### src/design/flt_pkg.sv
// Shared types, constants and codes of the failed-login throttle table.
package flt_pkg;

    localparam int ENTRIES_DEF = 16;

    // Slot indexes and fill counts are sized for the largest table (256 slots).
    localparam int IDX_W  = 8;
    localparam int USED_W = 9;

    localparam int FUNC_W   = 2;
    localparam int KEY_W    = 64;
    localparam int TIME_W   = 32;
    localparam int CNT_W    = 8;
    localparam int THR_W    = 16;
    localparam int MAXE_W   = 5;
    localparam int CFG_W    = 16;
    localparam int CFG_IDX_W = 2;

    localparam int IN_DATA_W  = 168;
    localparam int OUT_DATA_W = 16;

    localparam logic [CNT_W-1:0]  MBA_RST  = 8'd5;
    localparam logic [THR_W-1:0]  THR_RST  = 16'd3;
    localparam logic [MAXE_W-1:0] MAXE_RST = 5'd16;
    localparam logic [CNT_W-1:0]  CNT_SAT  = 8'd255;

    typedef enum logic [FUNC_W-1:0] {
        FUNC_QUERY = 2'd0,
        FUNC_FAIL  = 2'd1,
        FUNC_GOOD  = 2'd2,
        FUNC_NONE  = 2'd3
    } t_func;

    typedef enum logic [CFG_IDX_W-1:0] {
        REG_MAX_BAD  = 2'd0,
        REG_THROTTLE = 2'd1,
        REG_MAX_ENT  = 2'd2,
        REG_UNUSED   = 2'd3
    } t_reg_idx;

    typedef enum logic [2:0] {
        ST_IDLE,
        ST_SWEEP,
        ST_SCAN1,
        ST_DECIDE,
        ST_SCAN2,
        ST_EVICT,
        ST_DONE
    } t_state;

    // Running summary handed from cell to cell along the chain.
    typedef struct packed {
        logic              match;
        logic [IDX_W-1:0]  match_idx;
        logic [CNT_W-1:0]  match_cnt;
        logic              free;
        logic [IDX_W-1:0]  free_idx;
        logic              old;
        logic [IDX_W-1:0]  old_idx;
        logic [TIME_W-1:0] old_age;
        logic [USED_W-1:0] used;
    } t_tok;

    // Broadcast command from the sequencer to every cell.
    typedef struct packed {
        logic             sweep;
        logic             clr;
        logic [IDX_W-1:0] clr_idx;
        logic             wr;
        logic             wr_new;
        logic [IDX_W-1:0] wr_idx;
        logic [CNT_W-1:0] wr_cnt;
    } t_cmd;

endpackage

### src/design/flt_cell.sv
// One table slot: stored entry, local sweep and one step of the chained search.
module flt_cell #(
    parameter int IDX = 0
) (
    input  logic                        i_clk,
    input  logic                        i_rst_n,
    input  flt_pkg::t_cmd               i_cmd,
    input  logic [flt_pkg::KEY_W-1:0]   i_key_hi,
    input  logic [flt_pkg::KEY_W-1:0]   i_key_lo,
    input  logic [flt_pkg::TIME_W-1:0]  i_now,
    input  logic [flt_pkg::THR_W-1:0]   i_thr,
    input  flt_pkg::t_tok               i_tok,
    output flt_pkg::t_tok               o_tok
);

    localparam logic [flt_pkg::IDX_W-1:0] MY_IDX = flt_pkg::IDX_W'(IDX);

    logic                         r_valid;
    logic [flt_pkg::KEY_W-1:0]    r_key_hi;
    logic [flt_pkg::KEY_W-1:0]    r_key_lo;
    logic [flt_pkg::CNT_W-1:0]    r_cnt;
    logic [flt_pkg::TIME_W-1:0]   r_time;
    flt_pkg::t_tok                r_tok;
    flt_pkg::t_tok                n_tok;
    logic [flt_pkg::TIME_W-1:0]   age;
    logic                         expired;
    logic                         key_hit;

    assign age     = i_now - r_time;
    assign expired = age >= {{(flt_pkg::TIME_W-flt_pkg::THR_W){1'b0}}, i_thr};
    assign key_hit = (r_key_hi == i_key_hi) && (r_key_lo == i_key_lo);

    always_ff @(posedge i_clk) begin
        if (!i_rst_n) begin
            r_valid <= 1'b0;
        end else if (i_cmd.wr && i_cmd.wr_idx == MY_IDX) begin
            r_valid <= 1'b1;
        end else if (i_cmd.clr && i_cmd.clr_idx == MY_IDX) begin
            r_valid <= 1'b0;
        end else if (i_cmd.sweep && expired) begin
            r_valid <= 1'b0;
        end
    end

    always_ff @(posedge i_clk) begin
        if (i_cmd.wr && i_cmd.wr_idx == MY_IDX) begin
            if (i_cmd.wr_new) begin
                r_key_hi <= i_key_hi;
                r_key_lo <= i_key_lo;
            end
            r_cnt  <= i_cmd.wr_cnt;
            r_time <= i_now;
        end
    end

    // Ages only grow along the chain on a strict win, so ties keep the lower slot.
    always_comb begin
        n_tok = i_tok;
        if (r_valid && key_hit && !i_tok.match) begin
            n_tok.match     = 1'b1;
            n_tok.match_idx = MY_IDX;
            n_tok.match_cnt = r_cnt;
        end
        if (!r_valid && !i_tok.free) begin
            n_tok.free     = 1'b1;
            n_tok.free_idx = MY_IDX;
        end
        if (r_valid && (!i_tok.old || age > i_tok.old_age)) begin
            n_tok.old     = 1'b1;
            n_tok.old_idx = MY_IDX;
            n_tok.old_age = age;
        end
        n_tok.used = i_tok.used + flt_pkg::USED_W'(r_valid);
    end

    always_ff @(posedge i_clk) begin
        r_tok <= n_tok;
    end

    assign o_tok = r_tok;

endmodule

### config.mk
export PLATFORM = sky130hd
export DESIGN_NAME = flt_cell
export DESIGN_NICKNAME = d
export VERILOG_FILES = /design/src/design/flt_pkg.sv /design/src/design/flt_cell.sv
export SDC_FILE = /design/constraint.sdc
export NUM_CORES = 1
export LEC_CHECK = 0
export BUFFER_PORTS_ARGS = -buffer_cell sky130_fd_sc_hd__buf_2
export CORE_MARGIN = 2
export CORE_UTILIZATION = 48
export CTS_BUF_LIST = sky130_fd_sc_hd__clkbuf_4 sky130_fd_sc_hd__clkbuf_8 sky130_fd_sc_hd__clkbuf_16
export DETAILED_ROUTE_END_ITERATION = 8
export PLACE_DENSITY = 0.78
export SLEW_MARGIN = 20
export SYNTH_ARGS = -nofsm -noshare
export SYNTH_HDL_FRONTEND = slang
export SYNTH_SLANG_ARGS = --single-unit
### constraint.sdc
create_clock -name i_clk -period 9.11 [get_ports i_clk]
set_clock_uncertainty 0.1 [all_clocks]
set_input_delay 1.3665 -clock i_clk [delete_from_list [all_inputs] [get_ports i_clk]]
set_output_delay 1.3665 -clock i_clk [all_outputs]
set_load 0.005 [all_outputs]
Yosys cells after proc, flatten, opt, wreduce, memory -nomap -nowiden
Cells that the tools add are included.

Output and inout port bits: 76. Logic and storage cells: 42. Register bits: 245.

Reductions and logical operators: 17. $add $sub $neg: 2. Muxes and demuxes: 5. Equal/unequal tests: 2. Magnitude comparators: 2.

Operators by type and width (count): 64-bit == test (2); 32-bit by 16-bit greater-or-equal comparator with 1-bit output (1); 32-bit > comparator (1); 32-bit 2-to-1 mux (1); 32-bit subtractor (1); 8-bit zero test (2); 9-bit by 1-bit adder with 9-bit output (1); 1-bit logical AND (8); 8-bit 2-to-1 mux (1); 1-bit zero test (4); 1-bit 2-to-1 mux (3); 3-bit nonzero test (1); 2-bit AND reduction (1); 1-bit logical OR (1).

Logic depth before layout (Yosys ltp)
Gate-level depths: netlist of run 1.

Word-level depth: 6. Mapped depth: 22.

Worst setup path before layout of run 1
OpenSTA, ideal clock, no wires.

Path kind: input to register. Start: input port i_cmd[10] (netlist name). End: register r_key_hi[0] (netlist name), enable pin. Setup slack: -0.423 ns. Stages: 4. Library setup time: 0.500 ns. Data required time: 8.510 ns. Arrival time: 8.933 ns. Cell sequence: nor4_1 nand3b_1 nor4_1 and2_1.

Cells in the longest elaborated chain, start to end: 3.

RTL lines: start, declared (line flt_cell.sv:7) `input flt_pkg::t_cmd i_cmd,`; 8-bit zero test (line flt_cell.sv:46) `if (i_cmd.wr && i_cmd.wr_idx == MY_IDX) begin`; 1-bit logical AND (line flt_cell.sv:46); 2-bit AND reduction (no line); end signal, assigned (line flt_cell.sv:48) `r_key_hi <= i_key_hi;`; end, declared (line flt_cell.sv:19) `logic [flt_pkg::KEY_W-1:0] r_key_hi;`.

No other way between the ends. A chain may end at the register's enable or synchronous reset.

==> results of run 1 <==
logic make-up (layout without fill, tap and decap cells):
family,after synthesis,after routing,share of synthesized area
flip-flops,245,245,0.533
other,0,3,0
buffers and inverters,150,544,0.0483
XOR/XNOR,111,111,0.0786
multiplexers,41,41,0.0371
AND/OR/NAND/NOR,238,238,0.107
AO/OA/AOI/OAI,190,190,0.114
adder cells (fa/ha/maj),81,81,0.0826
metrics by stage:
stage | utilization | hold slack, ns | power (µW) | worst slack, ns
4_1_cts | 0.611 | 0.370 | 2640 | 2.54
5_1_grt | 0.611 | 0.386 | 2720 | 2.15
3_3_place_gp | 0.575 | 0.363 | 1540 | 2.24
6_report | 0.611 | 0.368 | 2620 | 2.47
2_1_floorplan | - | 0.341 | 1400 | 1.34
3_5_place_dp | 0.575 | 0.359 | 1550 | 2.02
synth_stat cells, types with 4 or more instances:
library cell	instances
mux2_2	39
a211o_1	6
o221ai_1	4
xnor2_1	37
nor2_1	38
and3_1	4
a21oi_1	36
nor4_1	26
nand2b_1	12
a21o_1	14
nand3b_1	5
nor3b_1	5
nand4_1	29
ha_1	80
nand2_1	32
nor3_1	14
clkbuf_1	6
o211ai_1	6
o2bb2ai_1	12
inv_1	134
a211oi_1	6
nor2b_1	15
xor2_1	74
and2_1	20
a221oi_1	11
edfxtp_1	168
dfxtp_1	77
o22ai_1	16
or3_1	6
nand3_1	18
a31oi_1	6
o21ai_0	21
a2111oi_0	4
o21a_1	7
per-layer routing:
layer / track usage / vias up / routed length [µm]
li1: - / 4620 / -
met1: 0.286 / 4633 / 13100
met2: 0.416 / 451 / 16400
met3: 0.0552 / 74 / 3280
met4: 0.0731 / 4 / 1050
met5: 0 / - / 25
worst min-delay path by stage:
stage / startpoint / endpoint / cells after the start
after global routing: r_cnt[7]$_DFFE_PP_ / o_tok[66]$_DFF_P_ / 1
after global placement: r_cnt[6]$_DFFE_PP_ / o_tok[65]$_DFF_P_ / 1
final: r_cnt[7]$_DFFE_PP_ / o_tok[66]$_DFF_P_ / 1
after detailed placement: r_cnt[7]$_DFFE_PP_ / o_tok[66]$_DFF_P_ / 1
after floorplan: r_valid$_SDFFE_PN0P_ / o_tok[58]$_SDFF_PP1_ / 1
after CTS: r_cnt[6]$_DFFE_PP_ / o_tok[65]$_DFF_P_ / 1
state kept, by name, indices dropped and copies added (netlist names):
name	cells
o_tok	76
r_valid	1
r_time	32
r_cnt	8
r_key_hi	64
r_key_lo	64
power by group:
part	switching, µW	leakage (µW)	total (µW)	internal, µW
logic	171	0.00417	318	147
registers	5.26	0.00216	1210	1210
clock network	436	0.000462	1090	656
critical path, cell delays in order:
cell and delay (ns):
buf_2 0.11, inv_1 0.05, ha_1 0.18, inv_1 0.07
fa_1 0.41, a21o_1 0.21, a311oi_2 0.39, nor2_2 0.10
a2111o_1 0.49, nand4_1 0.13, nor4b_1 0.54, ha_1 0.21
nand4_1 0.13, or2_2 0.35, nor3_1 0.39, nand3_1 0.14
nor3_1 0.22, a311oi_2 0.10, o221ai_4 0.51, buf_4 0.44
mux2_2 0.39
final cells by class:
cell class                 count  area, µm²
fill                        2063       9820
sequential                   245       6590
multi-input combinational    661       5210
timing repair buffer         360       1810
clock buffer                  45        836
inverter                     134        503
tap                          330        413
clock inverter                 5       65.1
antenna                        3       7.51
==> flow_summary.toml, run 1 <==
[cts]
cts_resized = 0
cts.sink_count = 245
cts_root_buf = "clkbuf_16"
post_cts.repair.setup_buffers = 0
cts_max_level = 1
clk_path_buf_depth = 3
cts_tree = "yes"
cts_buffers = 27
cts_hold_buf = 0
clkTransAtPathRegs_ns = 0.06
insertion_delay_ns = 0.54

[floorplanning]
num_rows = 58
die_h_um = 165
die_w_um = 165
fp.coreArea_um2 = 25300
die_area_um2 = 27100
io_pins = 358
initial_core_util = 0.490

[finish]
stdcell_count = 1783
syn_to_final_growth_pct = 24.8
final_cell_area_um2 = 15400
layout_commonest_cell = "buf_2"
final_cell_mix = "buf_2, edfxtp_1, inv_1"
nNetsFinal = 1792
layout-drive-gt1-share = 0.327

[placed_design]
dp_hpwl_um = 26200
io_buffers = 357
dpl.cell_count = 1730
gp_congestion = 0.891
dpl_cell_area_um2 = 14500

[synthesis]
synth_area_um2 = 12400
synth_top_area_frac = 0.408
ys_warn_count = 0
syn-mean-instance-area_um2 = 11.7
synth_flop_cell = "edfxtp_1"
ys_ff_latch = 245
synth_cell_types = 76
synth_seq_area_share = 0.533
synth_largest_area_cell = "edfxtp_1"
async_flop_share = 0
syn_inst = 1056
synth_nets = 1419
netlist_top_cells_area = "edfxtp_1, dfxtp_1, ha_1, xor2_1, inv_1"
synth_edf_count = 168

[power_and_ir_drop]
p_leak_uw = 0.00679
power.density_nw_per_um2 = 170
peakVddDrop_v = 0.000160

[sta]
period_needed_ns = 6.64
fmax_mhz = 151
setup_viol = 0
slew_viol_final = 0
hold_violations = 0
rsz0062_at_grt = "false"
slew_headroom = 0.384
min_period_over_period = 0.729
worst_slew_pin_slew_ns = 0.924
fin_tns_setup_ns = 0

[routing]
dr.pass1.iters = 5
ant_nets = 0
drt-total-wl_um = 33800
routedWlPerCell_um = 18.9
routed_via_density = 5.49
drt_iter0_markers = 730
vias = 9782
drcViolationCount = 0

[setup_path]
crit_end = "o_tok[16]$_DFF_P_"
criticalPathCategory = "in2reg"
start_kind = "input pin"
rrSetupSlack_ns = 3.09
critical_path_arrival_ns = 6.97
worstRegToRegCells = 19
crit_start = "i_now[0]"
crit_path_max_fanout = 27
cp.required_ns = 9.43
r2r_end = "o_tok[16]$_DFF_P_"
critPathCaptureType = "register"
worstReg2RegStart = "r_time[0]$_DFFE_PP_"

[grt]
grt_max_degree = 75
grt_pass1_vias = 9486
antenna_found_initial = 3
grt-ovfl-total = 0
grt_use_total = 0.236
grt_pass1_wl_um = 49900

[run]
drv_cap = 0

[worst_hold_path]
min_path_type = "reg2reg"

[outcome]
run_status = "completed"
(Power assumes the default switching activity.)
==> run 2: changes to the inputs <==
==> constraint.sdc (replaced) <==
create_clock -name i_clk -period 5.4 [get_ports i_clk]
set_clock_uncertainty 0.1 [all_clocks]
set_input_delay 0.81 -clock i_clk [delete_from_list [all_inputs] [get_ports i_clk]]
set_output_delay 0.81 -clock i_clk [all_outputs]
set_load 0.005 [all_outputs]
==> run 2 against run 1 <==
  * Sequential cell count is the same
  * Combinational power increased by 81%
  * Final cell count up 3.0%
  * Critical path type unchanged
  * Critical path depth grew 1
  * Via count rose by 1.9%
  * Design area rose by 3.2%
  * Register-to-register slack worse by 2.7 ns
  * Global-route usage is 1.0 points higher
  * Core utilization up 2.0 points
  * Power grew 73%
==> flow_summary.toml, run 2 (synthesis gave the netlist of run 1 again) <==
[outcome]
run_status = "completed"

[sta]
fmax_mhz = 198
slew_headroom = 0.459
worst_slew_pin_slew_ns = 0.790
period_needed_ns = 5.05
holdWs_ns = 0.335
rsz0062_at_grt = "false"
hold_violations = 0
slew_viol_final = 0
min_period_over_period = 0.934
setup_viol = 0
fin_tns_setup_ns = 0

[setup_path]
cp.required_ns = 5.74
worstPathCellList = "buf_2 > inv_1 > ha_1 > inv_1 > fa_1 > a21o_1 > a311oi_2 > nor2_2 > a2111o_1 > a211oi_1 > nor4b_2 > ha_1 > nand4_1 > or2_2 > nor3_2 > nand3_1 > nor3_1 > a311oi_2 > o221ai_2 > o221ai_4 > buf_4 > mux2_2"
critPathCaptureType = "register"
cp_slowest_cell = "a2111o_1"
start_kind = "input pin"
crit_path_max_fanout = 14
criticalPathCategory = "in2reg"
crit_start = "i_now[0]"
crit_buf_inv = 4
cp_top_family = "compound AO/OA/AOI/OAI gates"
critPathMaxStageDelay_ns = 0.49
critical_path_arrival_ns = 5.38
worstReg2RegStart = "r_time[0]$_DFFE_PP_"

[worst_hold_path]
hp-start = "i_cmd[2]"
min_path_type = "in2reg"

[cts]
clkTransAtPathRegs_ns = 0.06
insertion_delay_ns = 0.55
cts_max_level = 1
cts_tree = "yes"
cts_root_buf = "clkbuf_16"
cts.sink_count = 245
cts_buffers = 28
clk_path_buf_depth = 3

[finish]
syn_to_final_growth_pct = 28.8
fillers = 2010
nNetsFinal = 1846
largest_register_ffs = 76
final_cell_mix = "buf_2, edfxtp_1, inv_1"
layout_commonest_cell = "buf_2"
layout-drive-gt1-share = 0.350

[power_and_ir_drop]
p_switching_uw = 1080
combPwrFrac = 0.127
p_leak_uw = 0.00707
p_int_uw = 3460
finalPower_uw = 4540
netSwitchingFraction = 0.238
p_seq_frac = 0.450
clock_power_share = 0.422
peakVddDrop_v = 0.000378
power.density_nw_per_um2 = 285

[grt]
antenna_found_initial = 5
grt-ovfl-total = 0
grt_max_degree = 70
grt_pass1_vias = 9967
grt_use_total = 0.246
grt_pass1_wl_um = 51900

[placed_design]
dp_hpwl_um = 27300
io_buffers = 357
gp_congestion = 0.916

[routing]
drcViolationCount = 0
ant_nets = 0
dr.pass1.iters = 5
vias = 9968
routed_via_density = 5.43
drt_iter0_markers = 830
drt-total-wl_um = 34700
routedWlPerCell_um = 18.9

[run]
drv_cap = 0

[floorplanning]
fp.coreArea_um2 = 25300
io_pins = 358
die_area_um2 = 27100
die_h_um = 165
die_w_um = 165
initial_core_util = 0.490
num_rows = 58
-- run 2: cell count changes in the layout (fill, tap and decap cells not counted), moves of 2 or more --
cell	previous run	this run
buf_4	3	53
clkbuf_4	14	4
clkinv_1	0	4
clkinv_2	3	7
buf_12	0	3
bufinv_16	1	3
clkbuf_8	4	2
-- run 2: what timing repair did --
| item | in CTS | in global routing |
|---|---|---|
| resized for setup | 0 | 3 |
| hold buffers | 0 | 0 |
| setup buffers | 0 | 0 |
| setup endpoints to repair | 0 | 40 |
-- run 2: power groups by stage --
stage	sequential, µW	clock (µW)	combinational [µW]
after floorplan	2090	0	274
after global placement	2080	0	547
after detailed placement	2080	0	564
after CTS	2040	1950	571
after global routing	2040	2030	637
final	2040	1920	576
-- run 2: path summary, 6_finish.rpt --
path                   endpoint  slack (ns)  cells past startpoint
max           o_tok[30]$_DFF_P_        0.35                     22
min          r_cnt[2]$_DFFE_PP_        0.34                      1
max reg2reg   o_tok[30]$_DFF_P_        0.43                     20
min reg2reg   o_tok[64]$_DFF_P_        0.38                      1
-- run 2: cell type report --
cell class | count | area [µm²] | share of cell area
diodes | 3 | 7.51 | 0.000471
clock buffers | 34 | 758 | 0.0476
clock inverters | 17 | 186 | 0.0117
inverters | 134 | 503 | 0.0316
multi-input cells | 661 | 5230 | 0.328
flip-flops and latches | 245 | 6590 | 0.414
well taps | 330 | 413 | 0.0259
repair buffers | 413 | 2240 | 0.141
-- run 2: layer usage --
metal  wire, µm  part of all wire  GRT usage  vias to the layer above
met5         39            0.0011          0                        -
met3       3150             0.091     0.0588                       96
met2      16700              0.48      0.431                      461
li1           -                 -          -                     4724
met4       1150             0.033     0.0814                        6
met1      13600              0.39      0.297                     4681
-- run 2: metrics by stage --
stage           util  worst slack, ns  cells  cell area (µm²)
5_1_grt        0.630           0.0359   1835            15900
3_3_place_gp   0.592           -0.210   1783            15000
6_report       0.631            0.354   1837            15900
4_1_cts        0.630            0.158   1834            15900
3_5_place_dp   0.592           -0.363   1783            15000
2_1_floorplan      -            0.174   1056            12400
