**config.mk**
```make
export PLATFORM = sky130hd
export DESIGN_NAME = flt_ctrl
export DESIGN_NICKNAME = d
export VERILOG_FILES = /design/src/design/flt_pkg.sv /design/src/design/flt_ctrl.sv
export SDC_FILE = /design/constraint.sdc
export NUM_CORES = 1
export LEC_CHECK = 0
export BUFFER_PORTS_ARGS = -buffer_cell sky130_fd_sc_hd__buf_2
export CORE_AREA = 10 10 183 185
export CTS_CLUSTER_DIAMETER = 30
export DETAILED_ROUTE_END_ITERATION = 10
export DIE_AREA = 0 0 193 195
export RECOVER_POWER = 100
export REMOVE_ABC_BUFFERS = 1
export SYNTH_ARGS = -nofsm -noshare
export SYNTH_HDL_FRONTEND = slang
export SYNTH_SLANG_ARGS = --single-unit
```
**constraint.sdc**
```tcl
create_clock -name i_clk -period 5.9 [get_ports i_clk]
set_clock_uncertainty 0.05 [all_clocks]
set_input_delay 0.885 -clock i_clk [delete_from_list [all_inputs] [get_ports i_clk]]
set_output_delay 0.885 -clock i_clk [all_outputs]
set_load 0.01 [all_outputs]
```
**src/design/flt_pkg.sv**
```systemverilog
// Shared types, constants and codes of the failed-login throttle table.
package flt_pkg;

    localparam int ENTRIES_DEF = 16;

    // Slot indexes and fill counts are sized for the largest table (256 slots).
    localparam int IDX_W  = 8;
    localparam int USED_W = 9;

    localparam int FUNC_W   = 2;
    localparam int KEY_W    = 64;
    localparam int TIME_W   = 32;
    localparam int CNT_W    = 8;
    localparam int THR_W    = 16;
    localparam int MAXE_W   = 5;
    localparam int CFG_W    = 16;
    localparam int CFG_IDX_W = 2;

    localparam int IN_DATA_W  = 168;
    localparam int OUT_DATA_W = 16;

    localparam logic [CNT_W-1:0]  MBA_RST  = 8'd5;
    localparam logic [THR_W-1:0]  THR_RST  = 16'd3;
    localparam logic [MAXE_W-1:0] MAXE_RST = 5'd16;
    localparam logic [CNT_W-1:0]  CNT_SAT  = 8'd255;

    typedef enum logic [FUNC_W-1:0] {
        FUNC_QUERY = 2'd0,
        FUNC_FAIL  = 2'd1,
        FUNC_GOOD  = 2'd2,
        FUNC_NONE  = 2'd3
    } t_func;

    typedef enum logic [CFG_IDX_W-1:0] {
        REG_MAX_BAD  = 2'd0,
        REG_THROTTLE = 2'd1,
        REG_MAX_ENT  = 2'd2,
        REG_UNUSED   = 2'd3
    } t_reg_idx;

    typedef enum logic [2:0] {
        ST_IDLE,
        ST_SWEEP,
        ST_SCAN1,
        ST_DECIDE,
        ST_SCAN2,
        ST_EVICT,
        ST_DONE
    } t_state;

    // Running summary handed from cell to cell along the chain.
    typedef struct packed {
        logic              match;
        logic [IDX_W-1:0]  match_idx;
        logic [CNT_W-1:0]  match_cnt;
        logic              free;
        logic [IDX_W-1:0]  free_idx;
        logic              old;
        logic [IDX_W-1:0]  old_idx;
        logic [TIME_W-1:0] old_age;
        logic [USED_W-1:0] used;
    } t_tok;

    // Broadcast command from the sequencer to every cell.
    typedef struct packed {
        logic             sweep;
        logic             clr;
        logic [IDX_W-1:0] clr_idx;
        logic             wr;
        logic             wr_new;
        logic [IDX_W-1:0] wr_idx;
        logic [CNT_W-1:0] wr_cnt;
    } t_cmd;

endpackage

```
**src/design/flt_ctrl.sv**
```systemverilog
// Sequencer: request capture, configuration registers, decisions and result register.
module flt_ctrl #(
    parameter int ENTRIES = flt_pkg::ENTRIES_DEF
) (
    input  logic                            i_clk,
    input  logic                            i_rst_n,
    input  logic                            i_s_tvalid,
    output logic                            o_s_tready,
    input  logic [flt_pkg::IN_DATA_W-1:0]   i_s_tdata,
    output logic                            o_m_tvalid,
    input  logic                            i_m_tready,
    output logic [flt_pkg::OUT_DATA_W-1:0]  o_m_tdata,
    input  logic                            i_cfg_wr_en,
    input  logic [flt_pkg::CFG_IDX_W-1:0]   i_cfg_idx,
    input  logic [flt_pkg::CFG_W-1:0]       i_cfg_wr_data,
    input  flt_pkg::t_tok                   i_tok,
    output flt_pkg::t_cmd                   o_cmd,
    output logic [flt_pkg::KEY_W-1:0]       o_key_hi,
    output logic [flt_pkg::KEY_W-1:0]       o_key_lo,
    output logic [flt_pkg::TIME_W-1:0]      o_now,
    output logic [flt_pkg::THR_W-1:0]       o_thr
);

    localparam int SCW = (ENTRIES > 1) ? $clog2(ENTRIES) : 1;
    localparam logic [SCW-1:0] SCAN_LAST = SCW'(ENTRIES - 1);

    flt_pkg::t_state                r_state, n_state;
    logic [SCW-1:0]                 r_scan_cnt;
    flt_pkg::t_func                 r_func;
    logic [flt_pkg::KEY_W-1:0]      r_key_hi;
    logic [flt_pkg::KEY_W-1:0]      r_key_lo;
    logic [flt_pkg::TIME_W-1:0]     r_now;
    logic [flt_pkg::CNT_W-1:0]      r_mba;
    logic [flt_pkg::THR_W-1:0]      r_thr;
    logic [flt_pkg::MAXE_W-1:0]     r_maxe;
    logic                           r_res_thr, n_res_thr;
    logic [flt_pkg::CNT_W-1:0]      r_res_cnt, n_res_cnt;
    logic                           r_res_ev, n_res_ev;
    logic [flt_pkg::IDX_W-1:0]      r_slot, n_slot;
    logic                           r_m_valid;
    logic [flt_pkg::OUT_DATA_W-1:0] r_m_data;
    logic                           accept;
    logic                           load;
    logic [flt_pkg::CNT_W-1:0]      inc_cnt;
    logic [flt_pkg::USED_W-1:0]     used_after;
    logic                           over_limit;
    flt_pkg::t_cmd                  cmd;

    assign accept = i_s_tvalid && o_s_tready;
    assign o_s_tready = (r_state == flt_pkg::ST_IDLE);
    assign load = (r_state == flt_pkg::ST_DONE) && (!r_m_valid || i_m_tready);

    assign inc_cnt = (i_tok.match_cnt == flt_pkg::CNT_SAT) ? flt_pkg::CNT_SAT
                                                            : i_tok.match_cnt + 8'd1;
    assign used_after = i_tok.used + flt_pkg::USED_W'(!i_tok.match && i_tok.free);
    // Slots in use never exceed ENTRIES, so comparing with max_entries alone
    // is the same as comparing with the smaller of the two.
    assign over_limit = used_after >
                        {{(flt_pkg::USED_W-flt_pkg::MAXE_W){1'b0}}, r_maxe};

    always_ff @(posedge i_clk) begin
        if (!i_rst_n) begin
            r_mba  <= flt_pkg::MBA_RST;
            r_thr  <= flt_pkg::THR_RST;
            r_maxe <= flt_pkg::MAXE_RST;
        end else if (i_cfg_wr_en) begin
            unique case (flt_pkg::t_reg_idx'(i_cfg_idx))
                flt_pkg::REG_MAX_BAD:  r_mba  <= i_cfg_wr_data[flt_pkg::CNT_W-1:0];
                flt_pkg::REG_THROTTLE: r_thr  <= i_cfg_wr_data;
                flt_pkg::REG_MAX_ENT:  r_maxe <= i_cfg_wr_data[flt_pkg::MAXE_W-1:0];
                default: ;
            endcase
        end
    end

    always_ff @(posedge i_clk) begin
        if (accept) begin
            r_func   <= flt_pkg::t_func'(i_s_tdata[1:0]);
            r_key_hi <= i_s_tdata[65:2];
            r_key_lo <= i_s_tdata[129:66];
            r_now    <= i_s_tdata[161:130];
        end
    end

    always_ff @(posedge i_clk) begin
        if (!i_rst_n) begin
            r_state    <= flt_pkg::ST_IDLE;
            r_scan_cnt <= '0;
        end else begin
            r_state <= n_state;
            if (r_state == flt_pkg::ST_SCAN1 || r_state == flt_pkg::ST_SCAN2) begin
                r_scan_cnt <= r_scan_cnt + SCW'(1);
            end else begin
                r_scan_cnt <= '0;
            end
        end
    end

    always_ff @(posedge i_clk) begin
        r_res_thr <= n_res_thr;
        r_res_cnt <= n_res_cnt;
        r_res_ev  <= n_res_ev;
        r_slot    <= n_slot;
    end

    always_comb begin
        n_state   = r_state;
        n_res_thr = r_res_thr;
        n_res_cnt = r_res_cnt;
        n_res_ev  = r_res_ev;
        n_slot    = r_slot;
        cmd       = '0;
        unique case (r_state)
            flt_pkg::ST_IDLE: begin
                n_res_thr = 1'b0;
                n_res_cnt = '0;
                n_res_ev  = 1'b0;
                if (accept) begin
                    n_state = flt_pkg::ST_SWEEP;
                end
            end
            flt_pkg::ST_SWEEP: begin
                cmd.sweep = (r_func == flt_pkg::FUNC_QUERY) ||
                            (r_func == flt_pkg::FUNC_FAIL);
                n_state = flt_pkg::ST_SCAN1;
            end
            flt_pkg::ST_SCAN1: begin
                if (r_scan_cnt == SCAN_LAST) begin
                    n_state = flt_pkg::ST_DECIDE;
                end
            end
            flt_pkg::ST_DECIDE: begin
                n_state = flt_pkg::ST_DONE;
                unique case (r_func)
                    flt_pkg::FUNC_QUERY: begin
                        if (i_tok.match) begin
                            n_res_cnt = i_tok.match_cnt;
                            n_res_thr = i_tok.match_cnt >= r_mba;
                        end
                    end
                    flt_pkg::FUNC_FAIL: begin
                        cmd.wr     = 1'b1;
                        cmd.wr_new = !i_tok.match;
                        cmd.wr_cnt = i_tok.match ? inc_cnt : 8'd1;
                        if (i_tok.match) begin
                            cmd.wr_idx = i_tok.match_idx;
                        end else if (i_tok.free) begin
                            cmd.wr_idx = i_tok.free_idx;
                        end else begin
                            // Full table: the oldest entry gives up its slot.
                            cmd.wr_idx = i_tok.old_idx;
                            n_res_ev   = 1'b1;
                        end
                        n_slot    = cmd.wr_idx;
                        n_res_cnt = cmd.wr_cnt;
                        if ((i_tok.match || i_tok.free) && over_limit) begin
                            n_state = flt_pkg::ST_SCAN2;
                        end
                    end
                    flt_pkg::FUNC_GOOD: begin
                        cmd.clr     = i_tok.match;
                        cmd.clr_idx = i_tok.match_idx;
                    end
                    default: ;
                endcase
            end
            flt_pkg::ST_SCAN2: begin
                if (r_scan_cnt == SCAN_LAST) begin
                    n_state = flt_pkg::ST_EVICT;
                end
            end
            flt_pkg::ST_EVICT: begin
                cmd.clr     = i_tok.old;
                cmd.clr_idx = i_tok.old_idx;
                n_res_ev    = 1'b1;
                if (i_tok.old_idx == r_slot) begin
                    n_res_cnt = '0;
                end
                n_state = flt_pkg::ST_DONE;
            end
            flt_pkg::ST_DONE: begin
                if (load) begin
                    n_state = flt_pkg::ST_IDLE;
                end
            end
            default: n_state = flt_pkg::ST_IDLE;
        endcase
    end

    always_ff @(posedge i_clk) begin
        if (!i_rst_n) begin
            r_m_valid <= 1'b0;
        end else if (load) begin
            r_m_valid <= 1'b1;
        end else if (i_m_tready) begin
            r_m_valid <= 1'b0;
        end
    end

    always_ff @(posedge i_clk) begin
        if (load) begin
            r_m_data <= {6'd0, r_res_ev, r_res_cnt, r_res_thr};
        end
    end

    assign o_m_tvalid = r_m_valid;
    assign o_m_tdata  = r_m_data;
    assign o_cmd      = cmd;
    assign o_key_hi   = r_key_hi;
    assign o_key_lo   = r_key_lo;
    assign o_now      = r_now;
    assign o_thr      = r_thr;

    // An eviction after the write only starts when something is in use.
    a_evict_has_victim: assert property (@(posedge i_clk) disable iff (!i_rst_n)
        r_state == flt_pkg::ST_EVICT |-> i_tok.old)
        else $error("eviction without an entry in use");

    // A full table always offers an oldest entry to replace.
    a_full_has_victim: assert property (@(posedge i_clk) disable iff (!i_rst_n)
        (r_state == flt_pkg::ST_DECIDE && r_func == flt_pkg::FUNC_FAIL &&
         !i_tok.match && !i_tok.free) |-> i_tok.old)
        else $error("full table without an oldest entry");

    // Only a query may report throttled, and only a failed attempt may evict.
    a_result_kind: assert property (@(posedge i_clk) disable iff (!i_rst_n)
        load |-> (!r_res_thr || r_func == flt_pkg::FUNC_QUERY) &&
                 (!r_res_ev || r_func == flt_pkg::FUNC_FAIL))
        else $error("result flag set for the wrong operation");

    // A new request is not taken until the previous one has reached the result register.
    a_one_in_flight: assert property (@(posedge i_clk) disable iff (!i_rst_n)
        accept |=> !o_s_tready)
        else $error("request accepted while another is in progress");

endmodule

```
* Word level (Yosys, flattened, before mapping)
Cells that the tools add are included.
** Word-level totals
- Word-level logic and storage cells :: 99
- Output and inout port bits :: 222
- Register bits after elaboration :: 227
** Cells by class
- Reduce and logical (&&, ||, !) cells :: 25
- Mux-type cells :: 29
- Equality and inequality tests :: 25
- Add/subtract/negate cells :: 3
- $lt $le $gt $ge :: 2
** Operators with widths (number)
- $mux W8 :: 6
- $mux W18 :: 2
- $pmux W8 S3 :: 1
- $pmux W3 S7 :: 1
- $pmux W9 S2 :: 1
- $pmux W8 S2 :: 1
- $ne A2 B2 Y1 const B :: 7
- $mux W3 :: 4
- $reduce_and A4 Y1 :: 3
- $reduce_and A2 Y1 :: 5
- $add A9 B1 Y9 :: 1
- $eq A3 B3 Y1 const B :: 3
- $gt A9 B5 Y1 :: 1
- $mux W9 :: 1
- $add A8 B1 Y8 const B :: 1
- $eq A8 B8 Y1 :: 1
- $eq A8 B8 Y1 const B :: 1
- $ge A8 B8 Y1 :: 1
- $mux W1 :: 8
- $eq A3 B2 Y1 const B :: 2
- $ne A2 B1 Y1 const B :: 3
- $ne A3 B3 Y1 const B :: 2
- $add A4 B1 Y4 const B :: 1
- $eq A2 B1 Y1 const B :: 2
- 14 further kinds :: 25

* Longest topological paths before layout
Gate-level depths: netlist of run 1.
- Depth after elaboration :: 8
- Gate-level depth with buffers :: 11

* Worst setup path before layout of run 1
Ideal clock, no wire load.
- Path type :: reg-to-reg
- Start point :: register r_state[2]
- End point :: register r_key_hi (netlist bit o_key_hi[0]), enable pin
- Period minus slack after synthesis :: 5.328 ns
- Cell stages (with the launch flop) :: 4
- Library setup time :: 0.541 ns
- Slack :: 0.572 ns
- Arrival time :: 4.737 ns
- Cells stage by stage :: dfxtp_1 -> clkbuf_1 -> nor3_1 -> and2_1
** On the way
- Word-level cells in the longest chain between the ends :: 2
** RTL lines
- start: declaration :: line flt_ctrl.sv:27 : flt_pkg::t_state r_state, n_state;
- start signal: assignment :: line flt_ctrl.sv:87 : r_state <= flt_pkg::ST_IDLE;
- start signal: assignment :: line flt_ctrl.sv:90 : r_state <= n_state;
- $logic_not A3 Y1 :: line flt_ctrl.sv:50 : assign o_s_tready = (r_state == flt_pkg::ST_IDLE);
- via o_s_tready :: line flt_ctrl.sv:8 : output logic o_s_tready,
- $logic_and A1 B1 Y1 :: line flt_ctrl.sv:49 : assign accept = i_s_tvalid && o_s_tready;
- via accept :: line flt_ctrl.sv:42 : logic accept;
- end signal: assignment :: line flt_ctrl.sv:79 : r_key_hi <= i_s_tdata[65:2];
- end: declaration :: line flt_ctrl.sv:30 : logic [flt_pkg::KEY_W-1:0] r_key_hi;
The timed path passes the listed nets, and every way through them passes these cells.
A chain may end at the register's enable or synchronous reset.

* Final worst setup path of run 1
- Start point :: register r_state[2]
- End point :: register r_key_lo (netlist bit o_key_lo[34]), enable pin
** On the way
- Word-level cells in the longest chain between the ends :: 2
** RTL lines
- $logic_not A3 Y1 :: line flt_ctrl.sv:50
- $logic_and A1 B1 Y1 :: line flt_ctrl.sv:49
- via accept :: line flt_ctrl.sv:42
- end signal: assignment :: line flt_ctrl.sv:80 : r_key_lo <= i_s_tdata[129:66];
- end: declaration :: line flt_ctrl.sv:31 : logic [flt_pkg::KEY_W-1:0] r_key_lo;
The timed path passes the listed nets, and every way through them passes these cells.

==> flow_metrics.py, run 1 <==
metrics = {
    "global_routing": {
        "use_met3": 0.0558,
        "track_usage": 0.145,
        "grt_overflow": 0,
        "grt-busiest-layer": "met2",
        "grt.met1_usage": 0.149,
        "antenna_found_initial": 6,
        "grt_pass1_vias": 6538,
        "grt_pass1_wl_mm": 41.4,
        "grt_max_degree": 161,
        "grt_util_met2": 0.263,
    },
    "synth": {
        "synthTopCellsByCount": "edfxtp_1 (190), nand2_1 (57), dfxtp_1 (37)",
        "synthCells": 561,
        "ys_async_sr_fraction": 0,
        "ys_types": 56,
        "yosys-top-cells-area": "edfxtp_1 (66%), dfxtp_1 (8.6%), ha_1 (2.6%)",
        "ys_ff_latch": 227,
        "synth-edff-count": 190,
        "synth_top_area_frac": 0.664,
        "yosys_warnings": 0,
        "ys_seq_area_frac": 0.750,
        "ys.flop_type": "edfxtp_1",
        "yosysTopAreaCell": "edfxtp_1",
        "syn_area_um2": 8590,
        "avgSynthCellArea_um2": 15.3,
        "yosysMostFrequentCell": "edfxtp_1",
    },
    "clock_network": {
        "h-tree-depth": 2,
        "post-cts-setup-buffers": 0,
        "cts_inserted_buffers": 50,
        "tritoncts": "built",
        "clk_latency_ns": 0.53,
        "cts.sinks": 227,
        "clockBufferDepth": 3,
        "clkTransAtPathRegs_ns": 0.04,
        "ctsResizeCount": 0,
        "hold_buffers": 0,
        "cts_root_buf": "clkbuf_16",
    },
    "sta": {
        "fin_crit_ns": 4.47,
        "setup_violations": 0,
        "hold_viol": 0,
        "slew-limit-headroom": -1.40,
        "rsz0062_at_grt": "no",
        "min_period_over_period": 0.758,
        "fmax_mhz": 224,
        "finalMaxSlewViolations": 177,
        "finalSetupTns_ns": 0,
        "worst_pin_slew_ns": 3.59,
    },
    "drt": {
        "vias": 6443,
        "drt_iter0_drc": 291,
        "finalWirelength_mm": 29.6,
        "ant_nets": 0,
        "drc": 0,
        "wl_per_cell_um": 20.0,
        "first_pass_iters": 4,
        "routed_via_density": 4.35,
    },
    "outcome": {
        "outcome": "finished with violations",
        "violations": "max-capacitance violations, max-slew violations",
    },
    "floorplanning": {
        "start_util": 0.286,
        "die_h_um": 195,
        "dieArea_um2": 37600,
        "ioPinCount": 489,
        "fp-row-count": 64,
        "die_w_um": 193,
        "core-area_um2": 30000,
    },
    "setup_path": {
        "crit_slowest_cell": "buf_2",
        "worst_setup_path_end_kind": "flip-flop",
        "slowest_delay_ns": 2.44,
        "startpoint_type": "flip-flop",
        "critPathMaxFanout": 160,
        "crit_arrival_ns": 4.47,
        "crit_path_cell_trace": "nor3_1 -> and2_0 -> buf_2",
        "cp.required_ns": 5.90,
        "critPathTopFamily": "buffers and inverters",
        "critPathBufInv": 1,
        "worst-setup-path-type": "flip-flop to flip-flop",
    },
    "cells_and_area": {
        "nets": 1324,
        "drive_above_1_share": 0.298,
        "synthToLayoutAreaGrowth_pct": 46.7,
    },
    "placement": {
        "dp_hpwl_mm": 23.0,
        "place_congestion": 0.795,
        "port_buffers": 444,
    },
    "power_and_ir_drop": {
        "power_density_nw_per_um2": 400,
        "power_mw": 5.04,
        "vdd_drop_max_mv": 0.316,
        "power_leakage_nw": 4.92,
    },
    "min_path": {
        "hp-class": "flip-flop to flip-flop",
    },
    "job": {
        "drv_cap": 2,
    },
}
-- worst paths after layout --
check	slack, ns	start	endpoint	cells after the start
setup / recovery	1.43	r_state[2]	o_key_lo[34]	3
hold / removal	0.36	r_res_cnt[3]	o_m_tdata[4]	0
setup reg to reg	1.43	r_state[2]	o_key_lo[34]	3
hold reg to reg	0.36	r_res_cnt[3]	o_m_tdata[4]	0
-- report_power, final --
part | leakage, nW | internal [mW] | switching, mW | total [mW]
combinational | 1.97 | 0.123 | 0.224 | 0.348
sequential | 2.12 | 1.88 | 0.0311 | 1.91
clock | 0.832 | 1.88 | 0.903 | 2.78
total | 4.92 | 3.88 | 1.16 | 5.04
-- sequential cells by signal, indices dropped and copies added (netlist names) --
| name | count |
|---|---|
| o_key_lo | 64 |
| r_res_cnt | 8 |
| r_func | 2 |
| o_m_tdata | 10 |
| r_slot | 8 |
| r_res_thr | 1 |
| r_maxe | 5 |
| o_thr | 16 |
| r_scan_cnt | 4 |
| o_now | 32 |
| o_key_hi | 64 |
| r_state | 3 |
| o_m_tvalid | 1 |
| r_res_ev | 1 |
| r_mba | 8 |
-- area by class of cell --
class | count | area (um^2)
fill | 2925 | 17400
sequential | 227 | 6450
timing repair buffer | 445 | 1950
multi-input combinational | 298 | 1910
clock buffer | 56 | 1320
tap | 396 | 495
clock inverter | 38 | 418
inverter | 17 | 63.8
antenna | 4 | 10.0
-- metal layers --
metal / up-vias / routed length [um]
li1: 3034 / -
met1: 3048 / 10200
met2: 301 / 15600
met3: 54 / 3070
met4: 6 / 644
met5: - / 45
-- through the flow --
stage / setup WS (ns) / util / cell area (um^2) / instances / hold WS (ns)
3_5_place_dp: 2.64 / 0.374 / 11200 / 1383 / 0.357
6_report: 1.43 / 0.420 / 12600 / 1481 / 0.363
3_3_place_gp: 2.62 / 0.374 / 11200 / 1383 / 0.351
5_1_grt: 1.10 / 0.420 / 12600 / 1480 / 0.369
4_1_cts: 2.28 / 0.432 / 13000 / 1477 / 0.362
2_1_floorplan: 0.676 / - / 8490 / 542 / 0.350
-- cells by family (layout without fill, tap and decap cells) --
group           count (synthesis)  after routing  synth area share
flops                         227            227             0.750
other cells                     1             10          0.000436
mux                            13             13            0.0151
simple gates                  159            159             0.101
buf+inv                        41            556            0.0221
xor+xnor                       19             19            0.0194
compound gates                 83             83            0.0657
fa+ha+maj                      18             18            0.0262
-- layout by cell type (no fill, tap or decap), types with 7 or more instances in the layout --
cell        netlist  routed
nand2_1          57      57
a21oi_1          16      16
xnor2_1          11      11
buf_2             5     226
clkinv_2          0      10
a21boi_0         16      16
nand3_1           9      11
o21ai_0          16      19
xor2_1            8       8
nor2_1           31      32
nor2b_1          22      22
inv_1            17      17
clkbuf_1         11     221
a21o_1            7       7
edfxtp_1        190     190
a22o_1            9       9
clkinvlp_4        0       8
mux2i_1          13      13
dfxtp_1          37      37
ha_1             18      18
clkbuf_16         0      51
Power figures use the tool's default switching activity.
==> run 2, diff against run 1 <==
--- a/config.mk
+++ b/config.mk
@@ -5,11 +5,12 @@
 export SDC_FILE = /design/constraint.sdc
 export NUM_CORES = 1
 export LEC_CHECK = 0
+export ABC_AREA = 1
 export BUFFER_PORTS_ARGS = -buffer_cell sky130_fd_sc_hd__buf_2
-export CORE_AREA = 10 10 183 185
+export CORE_AREA = 10 10 180 182
 export CTS_CLUSTER_DIAMETER = 30
 export DETAILED_ROUTE_END_ITERATION = 10
-export DIE_AREA = 0 0 193 195
+export DIE_AREA = 0 0 190 192
 export RECOVER_POWER = 100
 export REMOVE_ABC_BUFFERS = 1
 export SYNTH_ARGS = -nofsm -noshare
==> constraint.sdc (replaced) <==
create_clock -name i_clk -period 3.9 [get_ports i_clk]
set_clock_uncertainty 0.05 [all_clocks]
set_input_delay 0.585 -clock i_clk [delete_from_list [all_inputs] [get_ports i_clk]]
set_output_delay 0.585 -clock i_clk [all_outputs]
set_load 0.01 [all_outputs]
==> run 2 against run 1 <==
- the run now ends clean
- sequential power increased by 88%
- wire length is 10% higher
- via count rose by 6.3%
- sequential cell count unchanged
- setup slack got worse by 0.82 ns
- hold slack worse by 0.19 ns
- largest cell class unchanged
- combinational power increased to 4.6 times the previous value
- sequential share of layout area shrank 0.18 points
- critical path type is now flip-flop to output pin
==> flow_metrics.py, run 2 <==
metrics = {
    "drt": {
        "finalWirelength_mm": 32.6,
        "ant_nets": 0,
        "wl_per_cell_um": 20.9,
        "routed_via_density": 4.40,
        "first_pass_iters": 5,
        "drc": 0,
        "drt_iter0_drc": 426,
        "vias": 6848,
    },
    "sta": {
        "slew-limit-headroom": 0.0581,
        "min_period_over_period": 0.843,
        "finalMaxSlewViolations": 0,
        "rsz0062_at_grt": "no",
        "worst_pin_slew_ns": 1.41,
        "hold_ws_ns": 0.175,
        "hold_viol": 0,
        "fmax_mhz": 304,
        "fin_crit_ns": 3.29,
        "finalSetupTns_ns": 0,
        "setup_violations": 0,
        "worst_slack_ns": 0.611,
    },
    "clock_network": {
        "post-cts-setup-buffers": 0,
        "clk_latency_ns": 0.52,
        "clockBufferDepth": 3,
        "h-tree-depth": 2,
        "cts_inserted_buffers": 51,
        "cts_root_buf": "clkbuf_16",
        "hold_buffers": 0,
        "clkTransAtPathRegs_ns": 0.05,
        "tritoncts": "built",
        "cts.sinks": 227,
        "ctsResizeCount": 0,
    },
    "power_and_ir_drop": {
        "power_density_nw_per_um2": 743,
        "power_leakage_nw": 5.19,
        "power_mw": 9.40,
        "vdd_drop_max_mv": 0.392,
    },
    "cells_and_area": {
        "fin_util": 0.442,
        "multi_input_area_um2": 1640,
        "seq_area_um2": 6450,
        "nets": 1411,
        "final_cell_mix": "clkbuf_1 (241), buf_2 (222), edfxtp_1 (190)",
        "synthToLayoutAreaGrowth_pct": 49.2,
        "fillers": 2829,
        "final_area_um2": 12700,
        "final_cells": 1556,
        "drive_above_1_share": 0.269,
        "layout_commonest_cell": "clkbuf_1",
    },
    "global_routing": {
        "grt_overflow": 0,
        "use_met3": 0.0689,
        "grt_pass1_wl_mm": 45.3,
        "grt_pass1_vias": 6840,
        "grt-busiest-layer": "met2",
        "grt_max_degree": 93,
        "grt_util_met2": 0.294,
        "grt.met1_usage": 0.174,
        "antenna_found_initial": 11,
        "track_usage": 0.166,
    },
    "synth": {
        "yosys-top-cells-area": "edfxtp_1 (67%), dfxtp_1 (8.7%), inv_1 (3.7%)",
        "yosysMostFrequentCell": "edfxtp_1",
        "yosys_warnings": 0,
        "synth_top_area_frac": 0.673,
        "ys_types": 34,
        "ys.flop_type": "edfxtp_1",
        "ys_async_sr_fraction": 0,
        "ys_ff_latch": 227,
        "yosysTopAreaCell": "edfxtp_1",
        "syn_area_um2": 8480,
        "synthCells": 630,
        "ys_seq_area_frac": 0.760,
        "synthTopCellsByCount": "edfxtp_1 (190), inv_1 (83), nand2_1 (76)",
        "synth-edff-count": 190,
        "avgSynthCellArea_um2": 13.5,
    },
    "outcome": {
        "outcome": "finished clean",
    },
    "setup_path": {
        "critPathBufInv": 4,
        "slowest_delay_ns": 0.64,
        "critPathMaxFanout": 16,
        "crit_arrival_ns": 2.65,
        "crit_slowest_cell": "nor2_2",
        "cp.required_ns": 3.26,
        "worst_setup_path_end_kind": "output pin",
        "critPathTopFamily": "simple AND/OR/NAND/NOR gates",
        "worst-setup-path-type": "flip-flop to output pin",
        "startpoint_type": "flip-flop",
        "crit_path_cell_trace": "inv_1 -> nand2_1 -> nor2_4 -> inv_2 -> nor2_2 -> nand2_1 -> inv_1 -> clkbuf_1",
    },
    "floorplanning": {
        "core-area_um2": 28600,
        "fp-row-count": 62,
        "start_util": 0.296,
        "die_w_um": 190,
        "die_h_um": 192,
        "ioPinCount": 489,
        "dieArea_um2": 36500,
    },
    "placement": {
        "place_congestion": 0.842,
        "place_area_um2": 11200,
        "numPlacedInstances": 1457,
        "dp_hpwl_mm": 26.1,
        "port_buffers": 444,
        "place_ws_ns": 0.770,
    },
    "job": {
        "drv_cap": 0,
    },
    "min_path": {
        "hp-class": "primary input to flip-flop",
    },
}
run 2: cell types whose count changed after synthesis, sizes merged, moves of 6 or more:
cell    change
inv        +69
nor2       +33
nor2b      -22
nand2      +20
o21ai      +18
a21boi     -16
mux2i      -13
a22o        -9
a21o        -7
buf         -7
nand3       +7
xnor2       -6
run 2: final cells by class:
type                       count  share of cell area
tap                          384              0.0380
clock inverter                25              0.0260
inverter                      86              0.0255
multi-input combinational    307               0.129
antenna                        4            0.000791
sequential                   227               0.509
timing repair buffer         453               0.159
clock buffer                  70               0.111
run 2: cells by family after synthesis:
kind of cell,Yosys count,share of synthesized area
AO/OA/AOI/OAI,84,0.0580
XOR/XNOR,12,0.0124
adder cells (fa/ha/maj),18,0.0266
buffers and inverters,101,0.0474
flip-flops,227,0.760
other,1,0.000442
AND/OR/NAND/NOR,187,0.0953
run 2: worst paths after layout:
| kind | from | endpoint | slack [ns] | cells after the start |
|---|---|---|---|---|
| max | r_state[2] | o_cmd[0] | 0.61 | 8 |
| min | i_s_tdata[54] | o_key_hi[52] | 0.17 | 1 |
| max reg2reg | r_state[0] | o_key_lo[23] | 0.91 | 6 |
| min reg2reg | r_res_cnt[6] | o_m_tdata[7] | 0.36 | 0 |
run 2: layer usage:
| metal | vias to the layer above | share of wire | routed length (um) |
|---|---|---|---|
| met5 | - | 0.0018 | 57 |
| met4 | 10 | 0.024 | 786 |
| met3 | 66 | 0.10 | 3340 |
| met2 | 347 | 0.52 | 17000 |
| met1 | 3201 | 0.35 | 11400 |
| li1 | 3224 | - | - |
run 2: power breakdown:
group	switching [mW]	internal, mW	leakage (nW)
Clock	1.30	2.92	0.824
Combinational	1.18	0.413	2.25
Sequential	0.169	3.42	2.11
Total	2.65	6.75	5.19
run 2: worst register-to-register path: stages (launching register included):
cell	delay (ns)
dfxtp_1	0.35
nor2_1	0.12
inv_1	0.06
nor2_1	0.23
inv_1	0.16
nor2_1	1.07
buf_12	0.45
